**src/hw/rtl/bfsa_pkg.sv**
```systemverilog
`default_nettype none
package bfsa_pkg;
	localparam int SLOT_COUNT = 16;
	localparam int IDX_W = $clog2(SLOT_COUNT);

	localparam logic CMD_ALLOC = 1'b0;
	localparam logic CMD_FREE  = 1'b1;

	localparam logic [1:0] ST_OK       = 2'd0;
	localparam logic [1:0] ST_NOFIT    = 2'd1;
	localparam logic [1:0] ST_FULL     = 2'd2;
	localparam logic [1:0] ST_NOTFOUND = 2'd3;

	typedef struct packed {
		logic        command;
		logic [31:0] request_size;
		logic [31:0] align_bytes;
		logic [31:0] free_offset;
	} req_t;

	typedef struct packed {
		logic [1:0]  status;
		logic [31:0] grant_offset;
		logic [30:0] grant_padding;
		logic [31:0] grant_size;
		logic [3:0]  slot_index;
	} rsp_t;

	typedef struct packed {
		logic [31:0] start;
		logic [31:0] length;
		logic        busy;
	} slot_t;
endpackage
`default_nettype wire

```
**src/hw/rtl/bfsa_if.sv**
```systemverilog
`default_nettype none
interface bfsa_req_if;
	logic           valid;
	logic           ready;
	bfsa_pkg::req_t data;
	modport source (output valid, output data, input ready);
	modport sink (input valid, input data, output ready);
endinterface

interface bfsa_rsp_if;
	logic           valid;
	logic           ready;
	bfsa_pkg::rsp_t data;
	modport source (output valid, output data, input ready);
	modport sink (input valid, input data, output ready);
endinterface
`default_nettype wire

```
**src/hw/rtl/best_fit_segment_allocator_top.sv**
```systemverilog
`default_nettype none
// channel   dir  handshake      payload
// req       in   valid/ready    command, request_size, align_bytes, free_offset
// rsp       out  valid/ready    status, grant_offset, grant_padding, grant_size, slot_index
// cfg       in   cfg_we         cfg_data = pool_capacity
// One request at a time through a sequencer over a one-read, one-write slot table.
// Allocate: a full scan of the slots, then split/shift; free: a scan, then merge.
// Reset and cfg writes re-init the table. req is not ready while busy or while a
// response waits on a stalled rsp.
module best_fit_segment_allocator_top (
	input  wire logic        clk,
	input  wire logic        arst_n,
	input  wire logic        cfg_we,
	input  wire logic [31:0] cfg_data,
	bfsa_req_if.sink         req,
	bfsa_rsp_if.source       rsp
);
	localparam int N = bfsa_pkg::SLOT_COUNT;
	localparam int W = bfsa_pkg::IDX_W;
	localparam logic [W-1:0] LAST = W'(N - 1);

	typedef enum logic [3:0] {
		IDLE, A_SCAN, A_CHK, A_NX, A_LAST, A_SHIFT, A_WNX, A_WBEST,
		F_SCAN, F_RIGHT, F_RZERO, F_LEFT, F_LWR, F_IZ
	} state_t;

	state_t state_q;
	bfsa_pkg::slot_t tbl_q [N];
	logic [31:0] cap_q;
	logic [W-1:0] cnt_q, best_q, left_q;
	logic [31:0] size_q, mask_q, off_q;
	logic [32:0] blen_q;
	logic [31:0] bstart_q, bpad_q;
	logic found_q, shifted_q, nx_busy_q;
	logic [31:0] idx_len_q, idx_start_q, left_len_q, prev_start_q, prev_len_q;
	logic rsp_valid_q;
	bfsa_pkg::rsp_t rsp_q;

	bfsa_pkg::slot_t rd;
	logic [31:0] rd_pad, need, eff, req_mask;
	logic fit;
	logic wr_en, en_s, en_l, en_b;
	logic [W-1:0] wr_addr;
	bfsa_pkg::slot_t wr;

	assign rd = tbl_q[cnt_q];
	assign rd_pad = (32'd0 - rd.start) & mask_q;
	assign fit = !rd.busy && ({1'b0, rd.length} < blen_q)
		&& ({1'b0, size_q} + {1'b0, rd_pad} <= {1'b0, rd.length});
	assign need = size_q + bpad_q;
	assign eff = req.data.align_bytes & (32'd0 - req.data.align_bytes);
	assign req_mask = (eff == 32'd0) ? 32'd0 : eff - 32'd1;

	assign req.ready = (state_q == IDLE) && !rsp_valid_q;
	assign rsp.valid = rsp_valid_q;
	assign rsp.data = rsp_q;

	always_comb begin
		wr_en = 1'b0;
		en_s = 1'b0;
		en_l = 1'b0;
		en_b = 1'b0;
		wr_addr = cnt_q;
		wr = rd;
		unique case (state_q)
			A_SHIFT: begin
				wr_en = 1'b1; en_s = 1'b1; en_l = 1'b1; en_b = 1'b1;
				wr_addr = cnt_q + W'(1);
			end
			A_WNX: begin
				wr_en = 1'b1; en_s = 1'b1; en_l = 1'b1; en_b = 1'b1;
				wr_addr = best_q + W'(1);
				wr.start = bstart_q + need;
				wr.length = blen_q[31:0] - need;
				wr.busy = shifted_q ? 1'b0 : nx_busy_q;
			end
			A_WBEST: begin
				wr_en = 1'b1; en_l = 1'b1; en_b = 1'b1;
				wr_addr = best_q;
				wr.length = need;
				wr.busy = 1'b1;
			end
			F_SCAN: begin
				wr_en = (rd.start == off_q);
				en_b = 1'b1;
				wr.busy = 1'b0;
			end
			F_RIGHT: begin
				wr_en = !rd.busy && (rd.length != 32'd0);
				en_l = 1'b1;
				wr_addr = best_q;
				wr.length = idx_len_q + rd.length;
			end
			F_RZERO, F_IZ: begin
				// absorbed right neighbor is always cleared; freed slot only when it merged into a left neighbor
				wr_en = (state_q == F_RZERO) || (left_q != best_q);
				en_l = 1'b1;
				wr_addr = (state_q == F_RZERO) ? best_q + W'(1) : best_q;
				wr.length = 32'd0;
			end
			F_LWR: begin
				wr_en = 1'b1; en_l = 1'b1;
				en_s = (left_q != '0);
				wr_addr = left_q;
				wr.length = left_len_q + idx_len_q;
				wr.start = prev_start_q + prev_len_q;
			end
			default: ;
		endcase
	end

	always_ff @(posedge clk or negedge arst_n) begin
		if (!arst_n) begin
			for (int i = 0; i < N; i++) begin
				tbl_q[i] <= '{start: 32'd0, length: 32'd0, busy: 1'b0};
			end
		end else if (cfg_we) begin
			for (int i = 0; i < N; i++) begin
				tbl_q[i] <= '{start: (i == 0) ? 32'd0 : cfg_data,
					length: (i == 0) ? cfg_data : 32'd0, busy: 1'b0};
			end
		end else if (wr_en) begin
			if (en_s) tbl_q[wr_addr].start <= wr.start;
			if (en_l) tbl_q[wr_addr].length <= wr.length;
			if (en_b) tbl_q[wr_addr].busy <= wr.busy;
		end
	end

	always_ff @(posedge clk or negedge arst_n) begin
		if (!arst_n) begin
			state_q <= IDLE;
			rsp_valid_q <= 1'b0;
			cap_q <= 32'd0;
			cnt_q <= '0;
		end else begin
			if (rsp_valid_q && rsp.ready) rsp_valid_q <= 1'b0;
			if (cfg_we) cap_q <= cfg_data;
			unique case (state_q)
				IDLE: begin
					if (req.valid && req.ready) begin
						size_q <= req.data.request_size;
						mask_q <= req_mask;
						off_q <= req.data.free_offset;
						blen_q <= '1;
						found_q <= 1'b0;
						shifted_q <= 1'b0;
						cnt_q <= '0;
						if (req.data.command == bfsa_pkg::CMD_FREE) begin
							state_q <= F_SCAN;
						end else if (req.data.request_size == 32'd0
							|| req.data.request_size > cap_q) begin
							rsp_q <= '{status: bfsa_pkg::ST_NOFIT, default: '0};
							rsp_valid_q <= 1'b1;
						end else begin
							state_q <= A_SCAN;
						end
					end
				end
				A_SCAN: begin
					if (fit) begin
						found_q <= 1'b1;
						best_q <= cnt_q;
						blen_q <= {1'b0, rd.length};
						bstart_q <= rd.start;
						bpad_q <= rd_pad;
					end
					cnt_q <= cnt_q + W'(1);
					if (cnt_q == LAST) state_q <= A_CHK;
				end
				A_CHK: begin
					if (!found_q) begin
						rsp_q <= '{status: bfsa_pkg::ST_NOFIT, default: '0};
						rsp_valid_q <= 1'b1;
						state_q <= IDLE;
					end else if ({1'b0, need} < blen_q) begin
						if (best_q == LAST) begin
							rsp_q <= '{status: bfsa_pkg::ST_FULL, default: '0};
							rsp_valid_q <= 1'b1;
							state_q <= IDLE;
						end else begin
							cnt_q <= best_q + W'(1);
							state_q <= A_NX;
						end
					end else begin
						state_q <= A_WBEST;
					end
				end
				A_NX: begin
					nx_busy_q <= rd.busy;
					if (rd.length == 32'd0) begin
						state_q <= A_WNX;
					end else begin
						cnt_q <= LAST;
						state_q <= A_LAST;
					end
				end
				A_LAST: begin
					if (rd.length != 32'd0) begin
						rsp_q <= '{status: bfsa_pkg::ST_FULL, default: '0};
						rsp_valid_q <= 1'b1;
						state_q <= IDLE;
					end else begin
						shifted_q <= 1'b1;
						cnt_q <= LAST - W'(1);
						state_q <= A_SHIFT;
					end
				end
				A_SHIFT: begin
					if (cnt_q == best_q + W'(1)) state_q <= A_WNX;
					else cnt_q <= cnt_q - W'(1);
				end
				A_WNX: state_q <= A_WBEST;
				A_WBEST: begin
					rsp_q <= '{status: bfsa_pkg::ST_OK, grant_offset: bstart_q,
						grant_padding: bpad_q[30:0], grant_size: size_q,
						slot_index: 4'(best_q)};
					rsp_valid_q <= 1'b1;
					state_q <= IDLE;
				end
				F_SCAN: begin
					if (rd.start == off_q) begin
						best_q <= cnt_q;
						left_q <= cnt_q;
						idx_len_q <= rd.length;
						idx_start_q <= rd.start;
						if (cnt_q == LAST) begin
							cnt_q <= cnt_q - W'(1);
							state_q <= F_LEFT;
						end else begin
							cnt_q <= cnt_q + W'(1);
							state_q <= F_RIGHT;
						end
					end else if (off_q < rd.start || cnt_q == LAST) begin
						rsp_q <= '{status: bfsa_pkg::ST_NOTFOUND, default: '0};
						rsp_valid_q <= 1'b1;
						state_q <= IDLE;
					end else begin
						cnt_q <= cnt_q + W'(1);
					end
				end
				F_RIGHT: begin
					if (!rd.busy && rd.length != 32'd0) begin
						idx_len_q <= idx_len_q + rd.length;
						state_q <= F_RZERO;
					end else if (best_q == '0) begin
						state_q <= F_IZ;
						left_q <= best_q;
					end else begin
						cnt_q <= best_q - W'(1);
						state_q <= F_LEFT;
					end
				end
				F_RZERO: begin
					cnt_q <= best_q - W'(1);
					state_q <= (best_q == '0) ? F_IZ : F_LEFT;
				end
				F_LEFT: begin
					if (rd.busy) begin
						prev_start_q <= rd.start;
						prev_len_q <= rd.length;
						state_q <= (left_q != best_q) ? F_LWR : F_IZ;
					end else begin
						left_q <= cnt_q;
						left_len_q <= rd.length;
						if (cnt_q == '0) state_q <= F_LWR;
						else cnt_q <= cnt_q - W'(1);
					end
				end
				F_LWR: state_q <= F_IZ;
				F_IZ: begin
					rsp_q <= '{status: bfsa_pkg::ST_OK, grant_offset: idx_start_q,
						grant_padding: 31'd0, grant_size: 32'd0,
						slot_index: 4'(best_q)};
					rsp_valid_q <= 1'b1;
					state_q <= IDLE;
				end
				default: state_q <= IDLE;
			endcase
		end
	end
endmodule
`default_nettype wire
```
**src/flat_wrapper.sv**
```systemverilog
// flat-port wrapper written by rule: the top's interface ports become plain ports
module best_fit_segment_allocator_top_flat 
  (clk, arst_n, cfg_we, cfg_data, req_valid, req_data, req_ready, rsp_valid, rsp_data, rsp_ready);
  bfsa_req_if req_i ();
  bfsa_rsp_if rsp_i ();
  input  wire logic clk;
  input  wire logic arst_n;
  input  wire logic cfg_we;
  input  wire logic [31:0] cfg_data;
  input wire logic [$bits(req_i.valid)-1:0] req_valid;
  input wire logic [$bits(req_i.data)-1:0] req_data;
  output wire logic [$bits(req_i.ready)-1:0] req_ready;
  output wire logic [$bits(rsp_i.valid)-1:0] rsp_valid;
  output wire logic [$bits(rsp_i.data)-1:0] rsp_data;
  input wire logic [$bits(rsp_i.ready)-1:0] rsp_ready;
  assign req_i.valid = req_valid;
  assign req_i.data = req_data;
  assign req_ready = req_i.ready;
  assign rsp_valid = rsp_i.valid;
  assign rsp_data = rsp_i.data;
  assign rsp_i.ready = rsp_ready;
  best_fit_segment_allocator_top u_core (.clk(clk), .arst_n(arst_n), .cfg_we(cfg_we), .cfg_data(cfg_data), .req(req_i), .rsp(rsp_i));
endmodule
```
**config.mk**
```make
export PLATFORM = sky130hd
export DESIGN_NAME = best_fit_segment_allocator_top_flat
export DESIGN_NICKNAME = d
export VERILOG_FILES = /design/src/hw/rtl/bfsa_pkg.sv /design/src/hw/rtl/bfsa_if.sv /design/src/hw/rtl/best_fit_segment_allocator_top.sv /design/src/flat_wrapper.sv
export SDC_FILE = /design/constraint.sdc
export NUM_CORES = 2
export LEC_CHECK = 0
export BUFFER_PORTS_ARGS = -buffer_cell sky130_fd_sc_hd__buf_2
export CORE_ASPECT_RATIO = 0.7
export CORE_MARGIN = 2
export CORE_UTILIZATION = 39
export CTS_BUF_LIST = sky130_fd_sc_hd__clkbuf_4 sky130_fd_sc_hd__clkbuf_8
export CTS_CLUSTER_SIZE = 28
export DETAILED_ROUTE_END_ITERATION = 10
export HOLD_SLACK_MARGIN = 0.1
export PLACE_DENSITY = 0.52
export SETUP_SLACK_MARGIN = 0.2
export SYNTH_ARGS = -nofsm -noshare
export SYNTH_HDL_FRONTEND = slang
export SYNTH_SLANG_ARGS = --single-unit
```
**constraint.sdc**
```tcl
create_clock -name clk -period 17.13 [get_ports clk]
set_clock_uncertainty 0.2 [all_clocks]
set_input_delay 1.713 -clock clk [delete_from_list [all_inputs] [get_ports clk]]
set_output_delay 1.713 -clock clk [all_outputs]
set_load 0.03 [all_outputs]
```
# [After elaboration in Yosys (flattened, before gate mapping)]
# Cells that the tools add are included.
[op_classes] reduce_logical=49 mux=104 mul=0 n_eq_ne=46 div=0 magnitude_cmp=8 shifts=0 bitwise_logic=5 add_sub_neg=14
[ops] cell="1040-bit 2-to-1 mux" count=9
[ops] cell="1040-bit bitwise mux" count=3
[ops] cell="101-bit 2-to-1 mux" count=9
[ops] cell="65-bit demux with 4-bit select" count=3
[ops] cell="101-bit one-hot mux with 6 select lines" count=1
[ops] cell="65-bit binary-select mux with 4-bit select" count=1
[ops] cell="65-bit 2-to-1 mux" count=3
[ops] cell="32-bit adder" count=5
[ops] cell="32-bit one-hot mux with 5 select lines" count=1
[ops] cell="32-bit one-hot mux with 2 select lines" count=2
[ops] cell="4-bit 2-to-1 mux" count=31
[ops] cell="33-bit 2-to-1 mux" count=3
[ops] cell="32-bit logical NOT" count=3
[ops] cell="32-bit by 33-bit < comparator with 1-bit output" count=2
[ops] cell="33-bit one-hot mux with 2 select lines" count=1
[ops] cell="32-bit bitwise AND" count=2
[ops] cell="32-bit 2-to-1 mux" count=2
[ops] cell="1-bit by 32-bit subtractor with 32-bit output (first input constant)" count=2
[ops] cell="4-bit one-hot mux with 12 select lines" count=1
[ops] cell="4-bit one-hot mux with 10 select lines" count=1
[ops] cell="32-bit by 32-bit adder with 33-bit output" count=1
[ops] cell="33-bit by 32-bit less-or-equal comparator with 1-bit output" count=1
[ops] cell="32-bit equality test" count=1
[ops] cell="4-bit equality test (second input constant)" count=8
[ops] cell="other kinds (49)" count=130
[word_totals] rom_bits=0 wordCells=299 reg_bits=1546 inputBits=134 latchBits=0 mem_bits_rw=0 output_inout_bits=103 n_memories=0

# [Logic depth before layout (Yosys ltp)]
[logic_depth] depth_word=20 mapped_depth=38 ltp_nobuf=30

# [Worst setup path before layout]
# No wires, ideal clock.
[synth_path] path_type="flip-flop to flip-flop" from="register u_core.cnt_q[0]" to="register u_core.blen_q[0] (enable)" arrival_time_ps=13145 setup_time_ps=610 path_stages_with_launch=37 period_less_slack_ps=13954 slack_ps=3176 path_cell_list="dfrtp_1 -> buf_6 -> buf_6 -> buf_6 -> buf_6 -> buf_6 -> buf_4 -> buf_2 -> buf_2 -> mux4_2 -> mux4_2 -> inv_1 -> ha_1 -> nand3_1 -> or3_4 -> or3_1 -> and3_1 -> ha_1 -> a21oi_1 -> nor2b_1 -> or4b_2 -> o21ai_0 -> a21oi_1 -> a21o_1 -> nor2b_1 -> o21ai_0 -> xor2_1 -> ha_1 -> a21o_1 -> a211oi_1 -> nand2_1 -> nor2_1 -> o221ai_1 -> a21oi_1 -> o221ai_1 -> nand2b_1 -> a2111oi_0"
[synth_lines] element="from (decl)" line="best_fit_segment_allocator_top.sv:30" text="logic [W-1:0] cnt_q, best_q, left_q;"
[synth_lines] element="from (signal assigned)" line="best_fit_segment_allocator_top.sv:167" text="cnt_q <= cnt_q + W'(1);"
[synth_lines] element="from (signal assigned)" line="best_fit_segment_allocator_top.sv:181" text="cnt_q <= best_q + W'(1);"
[synth_lines] element="from (signal assigned)" line="best_fit_segment_allocator_top.sv:204" text="cnt_q <= LAST - W'(1);"
[synth_lines] element="to (signal assigned)" line="best_fit_segment_allocator_top.sv:163" text="blen_q <= {1'b0, rd.length};"
[synth_lines] element="to (decl)" line="best_fit_segment_allocator_top.sv:32" text="logic [32:0] blen_q;"

==> summary.txt <==
Status
  • Status: finished, final reports clean

Clocking
  • TritonCTS clock tree: built
  • Hold_buf cts: 0
  • # Post-CTS Setup Buffers: 0
  • CTS buffer count: 272
  • Clk slew on worst S/H paths: 0.06 ns
  • CTS root buffer: clkbuf_8
  • Clock Latency Late Sink: 0.96 ns
  • # H-tree levels: 5
  • Post-CTS sizing: 0
  • # clock sinks: 1546
  • Clock Path Buffers: 4

Finish
  • Area grow syn2layout: 12.5%
  • Share of post-route cells with drive strength above 1: 0.170
  • Final nets: 8376
  • Finished Cell Area: 94700 µm²

Place
  • Placed cell areas: 89000 µm²
  • Detail Placement HPWL: 248000 µm
  • # port buffers: 236
  • Final RePlAce weighted congestion: 0.962

Synth
  • EDFF count, synth: 465
  • Yosys top cell area share: 0.322
  • Synth cell count leaders: 1081 x dfrtp_1, 810 x o21ai_0, 640 x nand2_1
  • Async SR Flop Fraction: 0.699
  • Netlist cell types: 93
  • Top_reg_cell synth: dfrtp_1
  • Area leader, netlist: dfrtp_1
  • Top cells by area, synth: dfrtp_1 32%, edfxtp_1 17%, mux4_2 8.4%
  • Post-synthesis average cell area: 11.0 µm²
  • YS warnings: 0
  • Register area share after synthesis: 0.487
  • Post-synth net total: 8150
  • Post-synthesis register bit count: 1546
  • Post-Syn Area: 84100 µm²
  • Most frequent cell after synthesis: dfrtp_1
  • Cells after synthesis: 7627

Detailed routing
  • Total length of routed wires: 352000 µm
  • Pre-Repair DR Iteration Count: 6
  • DR iter-0 viols: 8697
  • DR vias/cell: 6.27
  • Antenna-violating nets left: 0
  • Via count: 68500
  • WL/cell: 32.2 µm
  • DR DRC count: 0

Floorplan
  • Initial Util: 0.393
  • DIE AREA: 220000 µm²
  • Die X: 559 µm
  • DIE HEIGHT: 393 µm
  • Core area: 214000 µm²
  • Num rows: 142
  • Io pins: 237

GRT
  • First-pass GRT wire length: 498000 µm
  • Largest net degree at the start of global routing: 225
  • GRT Total Usage: 0.314
  • Initial antenna violation count: 33
  • Vias in the first global route: 65000
  • Remaining global-route overflow: 0

STA
  • RSZ-0062 raised after global routing: no
  • Setup tns final: 0 ns
  • Post-route minimum period: 11.77 ns
  • Slew margin rel.: 0.120
  • Final period util: 0.687
  • Final hold viol count: 0
  • Fmax achieved: 84.9 MHz
  • # setup viols final: 0
  • Slew @ Worst Pin: 1.32 ns
  • Slew Viols, Final: 0

Power
  • P_leak: 39.3 nW
  • Peak VDD IR: 127 µV
  • Cell Pwr Density: 169 nW/µm²

Critical path
  • Worst-path cell with the longest stage delay: dfrtp_4
  • Worst setup EP type: flip-flop
  • FF-to-FF setup slack: 5.36 ns
  • Crit-path max FO: 64
  • Worst r2r src: u_core.cnt_q[0]
  • Max incr delay on CP: 1.04 ns
  • WP data arrival: 12.08 ns
  • Largest delay share family, worst path: compound AO/OA/AOI/OAI gates
  • CP bufs+invs: 3
  • CP startpoint kind: flip-flop
  • Critical Path Source: u_core.cnt_q[0]
  • Most numerous cell on the critical path: a21o_1
  • Worst Path Required: 17.43 ns
  • Worst r2r dst: u_core.bpad_q[8]
  • Reg2reg path depth: 30
  • Critical path type: reg -> reg

Hold path
  • Worst Hold Launch: u_core.tbl_q[84]
  • Hold depth: 2
  • Hold EP: u_core.tbl_q[84]
  • HP Class: reg -> reg

Flow run
  • # Max-Cap Violations: 0
-- worst register-to-register path, delay by kind of cell, from the launching register on --
kind / cells / cell delay [ns]
fa+ha+maj: 3 / 0.94
mux: 2 / 1.24
flops: 1 / 1.04
simple gates: 8 / 2.88
xor+xnor: 1 / 0.18
buf+inv: 3 / 1.57
compound gates: 13 / 3.25
-- metal layers --
metal / GRT usage / wire (µm) / vias up
li1: - / - / 29100
met1: 0.462 / 156000 / 35300
met2: 0.441 / 146000 / 3701
met3: 0.100 / 40600 / 510
met4: 0.0861 / 9210 / 12
met5: 0.0112 / 405 / -
-- flip-flops by register name, summed over array words and instances, names as in the netlist, 4 cells and up --
register	cells
u_core.bpad_q	32
u_core.blen_q	33
u_core.idx_start_q	32
u_core.prev_len_q	32
u_core.cnt_q	4
u_core.off_q	32
u_core.best_q	4
u_core.rsp.data	101
u_core.state_q	4
u_core.left_len_q	32
u_core.tbl_q	1040
u_core.cap_q	32
u_core.size_q	32
u_core.idx_len_q	32
u_core.mask_q	32
u_core.left_q	4
u_core.bstart_q	32
u_core.prev_start_q	32
-- stage by stage --
step	hold slack [ns]	instances	setup slack (ns)	power (mW)	utilization
5_1_grt	0.303	10900	4.72	16.7	0.442
3_3_place_gp	0.253	10500	5.48	12.1	0.415
2_1_floorplan	0.220	7627	3.18	9.14	-
3_5_place_dp	0.266	10500	5.57	12.1	0.415
6_report	0.274	10900	5.36	16.0	0.442
4_1_cts	0.278	10900	5.46	15.8	0.442
-- where the power goes --
part	switching, mW	internal, mW
registers	0.294	4.27
clock network	1.68	2.05
logic	5.23	2.47
-- how the worst max path moves through the flow --
| stage | to | slack, ns | cells after the start |
|---|---|---|---|
| floorplan | u_core.blen_q[0] | 3.18 | 36 |
| global placement | u_core.bpad_q[20] | 5.48 | 30 |
| detailed placement | u_core.bpad_q[26] | 5.57 | 30 |
| CTS | u_core.bstart_q[15] | 5.46 | 30 |
| global route | u_core.bpad_q[8] | 4.72 | 30 |
| finish | u_core.bpad_q[8] | 5.36 | 30 |
-- layout make-up --
class | count | area [µm²]
Inverter | 243 | 917
Antenna cell | 10 | 25.0
Clock buffer | 390 | 4930
Clock inverter | 79 | 746
Timing Repair Buffer | 456 | 2930
Fill cell | 20200 | 120000
Multi-Input combinational cell | 5334 | 40500
Sequential cell | 1546 | 41000
Tap cell | 2880 | 3600
-- logic make-up after synthesis --
kind of cell,synth area share
other,0.0000446
flip-flops,0.487
buffers and inverters,0.0366
XOR/XNOR,0.0204
adder cells (fa/ha/maj),0.0585
multiplexers,0.107
AND/OR/NAND/NOR,0.108
AO/OA/AOI/OAI,0.183
-- layout by cell type, fill, tap and decap left out, drive strengths merged, types with 314 or more instances in the layout --
| cell type | instances |
|---|---|
| mux4 | 314 |
| o21ai | 817 |
| nor2 | 471 |
| a21oi | 460 |
| edfxtp | 465 |
| clkbuf | 390 |
| buf | 456 |
| nand2 | 640 |
| a22o | 331 |
| dfrtp | 1081 |
| ha | 382 |
No activity file was read; power rests on OpenSTA's default activity.
